[src/rtl/nsr_pkg.sv]
// ----------------------------------------------------------------------------
// nsr_pkg: shared definitions for the Newton square root block
// Field widths, parameter defaults, the controller state type and the
// status word that the serial divider reports to the controller.
// ----------------------------------------------------------------------------
package nsr_pkg;

	// Fixed widths of the word fields.
	localparam int unsigned RADICAND_W = 32;
	localparam int unsigned ROOT_W     = 33;
	localparam int unsigned ITER_W     = 5;

	// The iteration count saturates at this value on the output.
	localparam int unsigned ITER_SAT   = 31;
	// Wide enough for any iteration count the parameter range allows.
	localparam int unsigned ITER_EXT_W = 6;

	// Parameter defaults.
	localparam int unsigned MAX_ITER_DEF      = 30;
	localparam int unsigned FRACTION_BITS_DEF = 16;

	// Controller states.
	typedef enum logic [2:0] {
		S_IDLE,
		S_START,
		S_DIV,
		S_UPD,
		S_HOLD
	} nsr_state_t;

	// Status of the serial divider.
	typedef struct packed {
		logic busy;   // a division is in progress
		logic last;   // the final quotient bit is produced this cycle
	} nsr_div_stat_t;

endpackage

[src/rtl/nsr_div.sv]
// ----------------------------------------------------------------------------
// nsr_div: radix-2 serial divider
// Divides the radicand, scaled by two to the power of twice the fraction
// width, by the current estimate. One quotient bit per cycle, MSB first.
// ----------------------------------------------------------------------------
module nsr_div #(
	parameter int unsigned FRACTION_BITS = nsr_pkg::FRACTION_BITS_DEF,
	localparam int unsigned XW = nsr_pkg::RADICAND_W + FRACTION_BITS,
	localparam int unsigned CW = $clog2(XW + 1)
) (
	input  logic                             clk,
	input  logic                             arst_n,
	input  logic                             start,
	input  logic [nsr_pkg::RADICAND_W-1:0]   radicand,
	input  logic [XW-1:0]                    divisor,
	output logic [XW-1:0]                    quotient,
	output nsr_pkg::nsr_div_stat_t           stat
);

	logic          busy_q;
	logic [CW-1:0] cnt_q;
	logic [XW-1:0] rem_q;
	logic [XW-1:0] dvd_q;
	logic [XW-1:0] quo_q;

	logic [XW:0]   trial;
	logic [XW:0]   diff;
	logic          fits;

	// The top FRACTION_BITS dividend bits are below the divisor (the estimate
	// never drops below one), so they go straight into the remainder and
	// only XW quotient bits remain to be produced.
	assign trial = {rem_q, dvd_q[XW-1]};
	assign diff  = trial - {1'b0, divisor};
	assign fits  = (trial >= {1'b0, divisor});

	always_ff @(posedge clk or negedge arst_n) begin
		if (!arst_n) begin
			busy_q <= 1'b0;
			cnt_q  <= '0;
		end else if (start) begin
			busy_q <= 1'b1;
			cnt_q  <= CW'(XW);
		end else if (busy_q) begin
			cnt_q <= cnt_q - 1'b1;
			if (cnt_q == CW'(1)) begin
				busy_q <= 1'b0;
			end
		end
	end

	always_ff @(posedge clk) begin
		if (start) begin
			rem_q <= {{(XW - FRACTION_BITS){1'b0}},
				radicand[nsr_pkg::RADICAND_W-1 -: FRACTION_BITS]};
			dvd_q <= {radicand[nsr_pkg::RADICAND_W-FRACTION_BITS-1:0],
				{(2 * FRACTION_BITS){1'b0}}};
		end else if (busy_q) begin
			rem_q <= fits ? diff[XW-1:0] : trial[XW-1:0];
			dvd_q <= {dvd_q[XW-2:0], 1'b0};
			quo_q <= {quo_q[XW-2:0], fits};
		end
	end

	assign quotient  = quo_q;
	assign stat.busy = busy_q;
	assign stat.last = busy_q && (cnt_q == CW'(1));

endmodule

[src/rtl/newton_square_root.sv]
// ----------------------------------------------------------------------------
// newton_square_root: fixed-point square root by Newton (Heron) iteration
// Computes x = (x + a/x)/2 from x = 1.0 until the estimate repeats or the
// iteration limit is reached; a radicand of zero returns zero directly.
// ----------------------------------------------------------------------------
// Usage. One word enters on the input channel (in_valid, in_ready,
// radicand) and one word leaves on the output channel (out_valid,
// out_ready, root, iterations_used, converged) for each input word.
// The block works on one word at a time. in_ready is high while the
// controller is idle. In each Newton update the serial divider yields
// the XW = 32 + FRACTION_BITS quotient bits, one per cycle, and the
// update state then adds, halves and compares. A radicand of zero skips
// the divider and goes straight to the output stage. The next word is
// accepted right after the result is moved into the output register,
// so a finished result waiting on a stalled receiver holds up no more
// than the next one's completion. When the receiver stalls, the output
// register keeps its word and out_valid stays high. Reset clears the
// controller, the divider and out_valid.
// ----------------------------------------------------------------------------
module newton_square_root #(
	parameter int unsigned MAX_ITER      = nsr_pkg::MAX_ITER_DEF,
	parameter int unsigned FRACTION_BITS = nsr_pkg::FRACTION_BITS_DEF
) (
	input  logic                            clk,
	input  logic                            arst_n,
	input  logic                            in_valid,
	output logic                            in_ready,
	input  logic [nsr_pkg::RADICAND_W-1:0]  radicand,
	output logic                            out_valid,
	input  logic                            out_ready,
	output logic [nsr_pkg::ROOT_W-1:0]      root,
	output logic [nsr_pkg::ITER_W-1:0]      iterations_used,
	output logic                            converged
);

	// Estimate width: 32 integer bits cover the first update, which is
	// about half the radicand.
	localparam int unsigned XW = nsr_pkg::RADICAND_W + FRACTION_BITS;
	localparam int unsigned NW = $clog2(MAX_ITER + 1);
	localparam logic [XW-1:0] ONE = XW'(1) << FRACTION_BITS;
	// Iteration count reported when the limit is reached.
	localparam logic [nsr_pkg::ITER_W-1:0] ITER_AT_LIMIT =
		(MAX_ITER > nsr_pkg::ITER_SAT) ? nsr_pkg::ITER_W'(nsr_pkg::ITER_SAT)
		                               : nsr_pkg::ITER_W'(MAX_ITER);

	nsr_pkg::nsr_state_t state_q, state_d;

	logic [nsr_pkg::RADICAND_W-1:0] a_q;
	logic [XW-1:0]                  x_q;
	logic [NW-1:0]                  n_q;
	logic                           conv_q;

	logic                           out_valid_q;
	logic [nsr_pkg::ROOT_W-1:0]     root_q;
	logic [nsr_pkg::ITER_W-1:0]     iter_q;
	logic                           out_conv_q;

	logic                           div_start;
	logic [XW-1:0]                  quotient;
	nsr_pkg::nsr_div_stat_t         div_stat;

	logic [XW:0]                    sum;
	logic [XW-1:0]                  x_next;
	logic [NW-1:0]                  n_next;
	logic                           repeat_hit;
	logic                           limit_hit;
	logic                           accept;
	logic                           load_out;
	logic [nsr_pkg::ROOT_W-1:0]     root_sat;
	logic [nsr_pkg::ITER_W-1:0]     iter_sat;

	nsr_div #(
		.FRACTION_BITS (FRACTION_BITS)
	) u_div (
		.clk      (clk),
		.arst_n   (arst_n),
		.start    (div_start),
		.radicand (a_q),
		.divisor  (x_q),
		.quotient (quotient),
		.stat     (div_stat)
	);

	// One Newton update: x' = floor((x + q) / 2). The sum keeps its carry.
	assign sum        = {1'b0, x_q} + {1'b0, quotient};
	assign x_next     = sum[XW:1];
	assign n_next     = n_q + 1'b1;
	assign repeat_hit = (x_next == x_q);
	assign limit_hit  = (n_next == NW'(MAX_ITER));

	assign accept = in_valid && in_ready;

	// Saturate the results to their field widths.
	assign root_sat = (x_q[XW-1:nsr_pkg::ROOT_W] != '0) ? '1 : x_q[nsr_pkg::ROOT_W-1:0];
	assign iter_sat =
		(nsr_pkg::ITER_EXT_W'(n_q) > nsr_pkg::ITER_EXT_W'(nsr_pkg::ITER_SAT))
			? nsr_pkg::ITER_W'(nsr_pkg::ITER_SAT) : nsr_pkg::ITER_W'(n_q);

	always_ff @(posedge clk or negedge arst_n) begin
		if (!arst_n) begin
			state_q <= nsr_pkg::S_IDLE;
		end else begin
			state_q <= state_d;
		end
	end

	always_comb begin
		state_d   = state_q;
		in_ready  = 1'b0;
		div_start = 1'b0;
		load_out  = 1'b0;
		case (state_q)
			nsr_pkg::S_IDLE: begin
				in_ready = 1'b1;
				if (in_valid) begin
					state_d = (radicand == '0) ? nsr_pkg::S_HOLD : nsr_pkg::S_START;
				end
			end
			nsr_pkg::S_START: begin
				div_start = 1'b1;
				state_d   = nsr_pkg::S_DIV;
			end
			nsr_pkg::S_DIV: begin
				if (div_stat.last) begin
					state_d = nsr_pkg::S_UPD;
				end
			end
			nsr_pkg::S_UPD: begin
				if (repeat_hit || limit_hit) begin
					state_d = nsr_pkg::S_HOLD;
				end else begin
					div_start = 1'b1;
					state_d   = nsr_pkg::S_DIV;
				end
			end
			nsr_pkg::S_HOLD: begin
				if (!out_valid_q || out_ready) begin
					load_out = 1'b1;
					state_d  = nsr_pkg::S_IDLE;
				end
			end
			default: begin
				state_d = nsr_pkg::S_IDLE;
			end
		endcase
	end

	// Working registers of the current word.
	always_ff @(posedge clk) begin
		if (accept) begin
			a_q    <= radicand;
			n_q    <= '0;
			x_q    <= (radicand == '0) ? '0 : ONE;
			conv_q <= (radicand == '0);
		end else if (state_q == nsr_pkg::S_UPD) begin
			x_q    <= x_next;
			n_q    <= n_next;
			conv_q <= repeat_hit;
		end
	end

	// Output register: frees the controller as soon as a result is stored.
	always_ff @(posedge clk or negedge arst_n) begin
		if (!arst_n) begin
			out_valid_q <= 1'b0;
		end else if (load_out) begin
			out_valid_q <= 1'b1;
		end else if (out_ready) begin
			out_valid_q <= 1'b0;
		end
	end

	always_ff @(posedge clk) begin
		if (load_out) begin
			root_q     <= root_sat;
			iter_q     <= iter_sat;
			out_conv_q <= conv_q;
		end
	end

	assign out_valid       = out_valid_q;
	assign root            = root_q;
	assign iterations_used = iter_q;
	assign converged       = out_conv_q;

	// The divider is never left running once the controller is idle.
	a_div_idle: assert property (@(posedge clk) disable iff (!arst_n)
		(state_q == nsr_pkg::S_IDLE) |-> !div_stat.busy)
		else $error("divider busy while the controller is idle");

	// Newton steps never bring the estimate below one, so no division by zero.
	a_est_floor: assert property (@(posedge clk) disable iff (!arst_n)
		(state_q == nsr_pkg::S_DIV) |-> (x_q >= ONE))
		else $error("estimate fell below one during a division");

	// Zero updates only happen for a zero radicand, which returns zero converged.
	a_zero_word: assert property (@(posedge clk) disable iff (!arst_n)
		(out_valid && (iterations_used == '0)) |-> ((root == '0) && converged))
		else $error("word without updates is not a converged zero");

	// A word that did not converge used up the whole iteration budget.
	a_limit_word: assert property (@(posedge clk) disable iff (!arst_n)
		(out_valid && !converged) |-> (iterations_used == ITER_AT_LIMIT))
		else $error("unconverged word before the iteration limit");

endmodule

[config.mk]
export PLATFORM = sky130hd
export DESIGN_NAME = newton_square_root
export DESIGN_NICKNAME = d
export VERILOG_FILES = /design/src/rtl/nsr_pkg.sv /design/src/rtl/nsr_div.sv /design/src/rtl/newton_square_root.sv
export SDC_FILE = /design/constraint.sdc
export NUM_CORES = 1
export LEC_CHECK = 0
export BUFFER_PORTS_ARGS = -buffer_cell sky130_fd_sc_hd__buf_2
export CORE_UTILIZATION = 28
export DETAILED_ROUTE_END_ITERATION = 10
export GPL_TIMING_DRIVEN = 0
export PLACE_DENSITY = 0.43
export SLEW_MARGIN = 20
export SYNTH_ARGS = -nofsm -noshare
export SYNTH_HDL_FRONTEND = slang
export SYNTH_SLANG_ARGS = --single-unit
[constraint.sdc]
create_clock -name clk -period 19.75 [get_ports clk]
set_clock_uncertainty 0.05 [all_clocks]
set_input_delay 0.9875 -clock clk [delete_from_list [all_inputs] [get_ports clk]]
set_output_delay 0.9875 -clock clk [all_outputs]
set_load 0.03 [all_outputs]
==> results of run 1 <==
-- cell families (layout without fill, tap and decap cells) --
| kind of cell | after synthesis | count (layout) | synth area share [%] |
|---|---|---|---|
| fa+ha+maj | 101 | 101 | 7.41 |
| buf+inv | 160 | 297 | 3.91 |
| flops | 248 | 248 | 40.7 |
| xor+xnor | 129 | 129 | 7.90 |
| compound gates | 489 | 489 | 19.1 |
| simple gates | 608 | 608 | 17.1 |
| mux | 52 | 52 | 3.81 |
-- cell type report --
class | count | area, um^2 | share of cell area [%]
Sequential cell | 248 | 7020 | 35.6
Tap cell | 782 | 978 | 4.95
Timing Repair Buffer | 81 | 488 | 2.47
Inverter | 81 | 307 | 1.55
Multi-Input combinational cell | 1379 | 9580 | 48.5
Buffer | 79 | 374 | 1.89
Clock inverter | 20 | 208 | 1.05
Clock buffer | 36 | 795 | 4.02
-- critical path, cell delays in order, from the launching register on --
cell and delay, ps:
edfxtp_1 570, inv_1 260, fa_1 480, and2b_1 270
o221ai_2 170, a31o_2 320, o21a_1 280, o21a_1 280
o21ai_1 770, mux2i_1 270, nor4b_2 340, nand4_1 110
and4bb_1 540, a31oi_4 270, buf_4 320, or2_2 380
buf_12 210
-- report_power, final --
part / total, uW / switching [uW] / internal (uW) / leakage [uW]
clock network: 573 / 235 / 337 / 0.000482
logic: 2000 / 1200 / 806 / 0.00467
registers: 900 / 103 / 797 / 0.00221
total: 3470 / 1530 / 1940 / 0.00736
-- registers in the layout, summed over array words and instances, names as in the netlist --
signal / cells
a_q: 32
conv_q: 1
converged: 1
iter_sat: 5
iterations_used: 5
out_valid: 1
root: 33
state_q: 3
u_div.busy_q: 1
u_div.cnt_q: 6
u_div.dvd_q: 16
u_div.quotient: 48
u_div.rem_q: 48
x_q: 48
-- cells in the final DEF, fill, tap and decap left out, types with 24 or more instances in the layout --
| cell type | Yosys | layout |
|---|---|---|
| a21oi_1 | 113 | 113 |
| nand2b_1 | 50 | 50 |
| dfxtp_1 | 37 | 37 |
| o21ai_0 | 106 | 106 |
| xor2_1 | 35 | 35 |
| nand2_1 | 157 | 157 |
| mux2_4 | 25 | 25 |
| inv_1 | 80 | 79 |
| clkbuf_16 | 0 | 31 |
| edfxtp_1 | 200 | 200 |
| a21o_1 | 44 | 44 |
| o211ai_1 | 28 | 28 |
| nand4_1 | 41 | 41 |
| xnor2_1 | 77 | 77 |
| o21a_1 | 28 | 28 |
| nor2_1 | 177 | 177 |
| clkbuf_1 | 52 | 56 |
| ha_1 | 99 | 99 |
| nand3_1 | 33 | 33 |
| a211oi_1 | 32 | 32 |
| nor3_1 | 38 | 37 |
| nor4_1 | 24 | 24 |
| buf_2 | 17 | 93 |
-- worst max-delay path by stage --
stage | from | to | slack [ps] | depth (start not counted)
after CTS | x_q[1] | u_div.rem_q[10] | 13580 | 16
after detailed placement | x_q[1] | u_div.rem_q[10] | 13620 | 17
after floorplan | x_q[1] | u_div.quotient[0] | 13370 | 15
final | x_q[1] | u_div.rem_q[7] | 13540 | 16
after global placement | x_q[43] | u_div.quotient[47] | 9950 | 14
after global routing | x_q[1] | u_div.dvd_q[38] | 13300 | 16
-- routing by layer --
metal	part of all wire, %	GRT usage [%]
met1	48	25.9
met3	3.9	2.14
met4	2.7	5.05
met5	0	0
met2	45	29.7
-- metrics by stage --
step | worst slack (ps) | cell area [um^2] | instances
2_1_floorplan | 13370 | 17300 | 1787
3_3_place_gp | 9950 | 18600 | 2645
3_5_place_dp | 13620 | 18700 | 2650
4_1_cts | 13580 | 19800 | 2706
5_1_grt | 13300 | 19800 | 2706
6_report | 13540 | 19800 | 2706
==> qor.txt, run 1 <==
RSZ-0062 raised after global routing: no
DRC Markers: 0
Site Rows: 90
hold buffers post-CTS: 0
top-count cell post-synth: edfxtp_1
total power: 3470 uW
Post-synth EDFFs: 200
synth top area cells: edfxtp_1 35%, ha_1 7.2%, dfxtp_1 4.3%
worst vdd ir: 0.0836 mV
CP startpoint kind: flop
# Post-CTS Setup Buffers: 0
Arrival @ worst endpoint: 6510 ps
Synth warnings: 0
Die Span Y: 250 um
Yosys top cell by area: edfxtp_1
clk_lat worst skew: 610 ps
Seq cells post-synth: 248
CTS Buf Count: 31
antenna cells: 0
final hold violation count: 0
Overall Global Routing Usage: 18.4%
initial antenna violation count: 0
DP HPWL: 46,400 um
gate count of the mapped netlist: 1,787
crit path kind: flop to flop
# clock sinks: 248
routed length per instance: 21.7 um
Vias: 14,200
share of layout cells above drive strength 1: 11.5%
first-pass GRT wire length: 87,800 um
die width: 250 um
Routed WL: 58,700 um
power density of the placed cells: 176 nW/um^2
DRT antenna net count: 0
CTS tree: built
worst reg2reg endpoint: u_div.rem_q[7]
status: finished clean
hold slack: 201 ps
clk buf depth: 3
Max Slew Vio Count: 0
Reg clk slew, reported paths: 60 ps
Layout fillers: 6,292
FF-to-FF Start: x_q[1]
Synth top area share: 34.8%
critical-path maximum fanout: 28
relative slew slack: 20.4%
worst slew pin tran: 1190 ps
top cells by count, synth: 200 x edfxtp_1, 177 x nor2_1, 157 x nand2_1
Max Freq: 0.161 GHz
number of port buffers: 76
Pleak: 0.00736 uW
R2R setup slack: 13,540 ps
Avg Inst Size Synth: 9.66 um^2
post-synth cell types: 92
number of global-route vias before repair: 14,100
CTS resizes: 0
Max H-tree Level: 1
max-cap viol count: 0
DR iter-0 viols: 867
Final #Nets: 2,038
GRT overflow: 0
vias per cell: 5.25
largest net degree at the start of global routing: 42
register area share after synthesis: 40.7%
area grow syn2layout: 14.5%
crit end category: flop
Post-Syn Nets: 1,924
FF-to-FF path depth: 16
drt pass-1 iters: 5
initial core utilization: 28.5%
Final period util: 31.4%
die area: 62,600 um^2
clock period minus worst slack: 6210 ps
clock root buffer: clkbuf_16
Finished Core Util: 32.6%
Routability Congestion: 0.921
Placeable Area: 60,600 um^2
Hold WC Path Type: primary input to asynchronous set/reset pin
total I/O pin count: 77
Worst EP required: 20,050 ps
cell area after synthesis: 17,300 um^2
Primary FF master, synth: edfxtp_1
ys async rst share: 4.44%
Setup violations, final: 0
TNS Setup: 0 ps
Note: power is estimated with default switching activity, not from simulation.
==> run 2: changes to the inputs <==
==> constraint.sdc (replaced) <==
create_clock -name clk -period 6.5 [get_ports clk]
set_clock_uncertainty 0.05 [all_clocks]
set_input_delay 0.325 -clock clk [delete_from_list [all_inputs] [get_ports clk]]
set_output_delay 0.325 -clock clk [all_outputs]
set_load 0.03 [all_outputs]
==> qor.txt, run 2 (synthesis gave the netlist of run 1 again) <==
status: finished clean
first-pass GRT wire length: 88,700 um (+0.97%)
Final #Nets: 2,072 (+1.7%)
Reg clk slew, reported paths: 60 ps (about the same)
TNS Setup: 0 ps (unchanged)
number of global-route vias before repair: 14,300 (+1.3%)
placed cells: 2,650 (unchanged)
Overall Global Routing Usage: 18.6% (+0.17 points)
DR iter-0 viols: 938 (+8.2%)
crit path kind: flop to flop
worst slew pin tran: 1160 ps (-27.0 ps)
die area: 62,600 um^2 (unchanged)
commonest non-fill, non-tap cells in the layout: 200 x edfxtp_1, 177 x nor2_1, 157 x nand2_1, 113 x a21oi_1, 106 x o21ai_0
number of port buffers: 76 (unchanged)
DP HPWL: 46,400 um (unchanged)
Arrival @ worst endpoint: 6490 ps (-20 ps)
Routability Congestion: 0.921 (unchanged)
initial antenna violation count: 0 (unchanged)
FF-to-FF Start: x_q[1]
Max Freq: 0.162 GHz (+0.41%)
RSZ-0062 raised after global routing: no
initial core utilization: 28.5% (unchanged)
R2R setup slack: 320 ps (-13,220 ps)
CTS Buf Count: 31 (unchanged)
drt pass-1 iters: 5 (unchanged)
power density of the placed cells: 527 nW/um^2 (+200%)
Max H-tree Level: 1 (unchanged)
die width: 250 um (unchanged)
routed length per instance: 21.6 um (-0.23%)
worst reg2reg endpoint: u_div.dvd_q[41]
crit end category: flop
CP startpoint kind: flop
total I/O pin count: 77 (unchanged)
clk_lat worst skew: 610 ps (about the same)
share of layout cells above drive strength 1: 11.3% (-0.20 points)
Cell Count, Final, Fillers Out: 2,740 (+1.3%)
area grow syn2layout: 16.4%
DRT antenna net count: 0 (unchanged)
Setup violations, final: 0 (unchanged)
max-cap viol count: 0 (unchanged)
Finished Cell Area: 20,100 um^2 (+1.7%)
Vias: 14,400 (+1.3%)
vias per cell: 5.25 (about the same)
GRT overflow: 0 (unchanged)
Placeable Area: 60,600 um^2 (unchanged)
clock root buffer: clkbuf_16
placed cell areas: 18,700 um^2 (unchanged)
antenna cells: 0 (unchanged)
Die Span Y: 250 um (unchanged)
# clock sinks: 248 (unchanged)
final hold violation count: 0 (unchanged)
Max Slew Vio Count: 0 (unchanged)
CTS tree: built
Site Rows: 90 (unchanged)
relative slew slack: 22.2% (+1.8 points)
clock period minus worst slack: 6180 ps (-25.7 ps)
clk buf depth: 3 (unchanged)
largest net degree at the start of global routing: 42 (unchanged)
Final period util: 95.1% (+64 points)
critical-path maximum fanout: 28 (unchanged)
FF-to-FF path depth: 17 (+1)
Routed WL: 59,300 um (+1.0%)
Hold WC Path Type: primary input to asynchronous set/reset pin
Worst EP required: 6800 ps (-13,250 ps)
CTS resizes: 0 (unchanged)
commonest non-fill, non-tap cell in the layout: edfxtp_1
Pleak: 0.00750 uW (+1.9%)
DRC Markers: 0 (unchanged)
worst vdd ir: 0.254 mV (+200%)
==> run 2: changes by cell type in the layout (fill, tap and decap cells not counted) <==
cell           delta
dlygate4sd3_1    +34
==> run 2: area by class of cell <==
type                       count  area (um^2)
fill                        6271        40500
multi-input combinational   1379         9580
sequential                   248         7020
tap                          782          978
timing repair buffer         115          828
clock buffer                  36          795
buffer                        79          374
inverter                      81          307
clock inverter                20          208
==> run 2: repair_timing <==
action                    CTS  global route
hold endpoints to repair   44             0
buffers inserted            0             0
hold buffers               34             0
==> run 2: worst max path at each step <==
stage | slack, ps | to | cells past startpoint | startpoint
finish | 320 | u_div.dvd_q[41] | 17 | x_q[1]
global route | 50 | u_div.dvd_q[38] | 16 | x_q[1]
CTS | 330 | u_div.rem_q[10] | 16 | x_q[1]
detailed placement | 370 | u_div.rem_q[10] | 17 | x_q[1]
global placement | -3300 | u_div.quotient[47] | 14 | x_q[43]
floorplan | 120 | u_div.quotient[0] | 15 | x_q[1]
==> run 2: stage by stage <==
step                      hold slack [ps]  utilization [%]  worst slack [ps]  power, uW
final                                76.3             33.2               316      10600
after global routing                 86.9             33.2              52.0      11400
after CTS                            59.7             33.2               333      10600
after detailed placement              172             30.9               375       8790
after global placement                171             30.7             -3300       8760
after floorplan                     -20.6                -               122       7130
==> run 2: per-layer routing <==
metal  track usage [%]  wire length [um]  up-vias
met4              5.05              1660        0
met5                 0                 0        -
met3              2.15              2350       80
met1              26.0             28500     7034
met2              30.2             26800      331
li1                  -                 -     6947
==> run 2: worst max-delay path, cell delays in order, from the launching register on <==
cell and delay, ps:
edfxtp_1 580, inv_1 260, fa_1 480, and2b_1 270, o21bai_1 140, a2111oi_4 540, o21a_2 300, o311a_1 230
or2_1 120, buf_4 150, nor3_1 100, a2111oi_0 690, nor4bb_1 300, and4bb_1 490, a31oi_4 270, buf_4 320
or2_2 380, buf_12 210
==> run 2: power by group <==
part | switching [uW] | internal [uW] | total, uW
Combinational | 3640 | 2460 | 6100
Clock | 717 | 1030 | 1740
Sequential | 313 | 2420 | 2730
Total | 4670 | 5910 | 10600
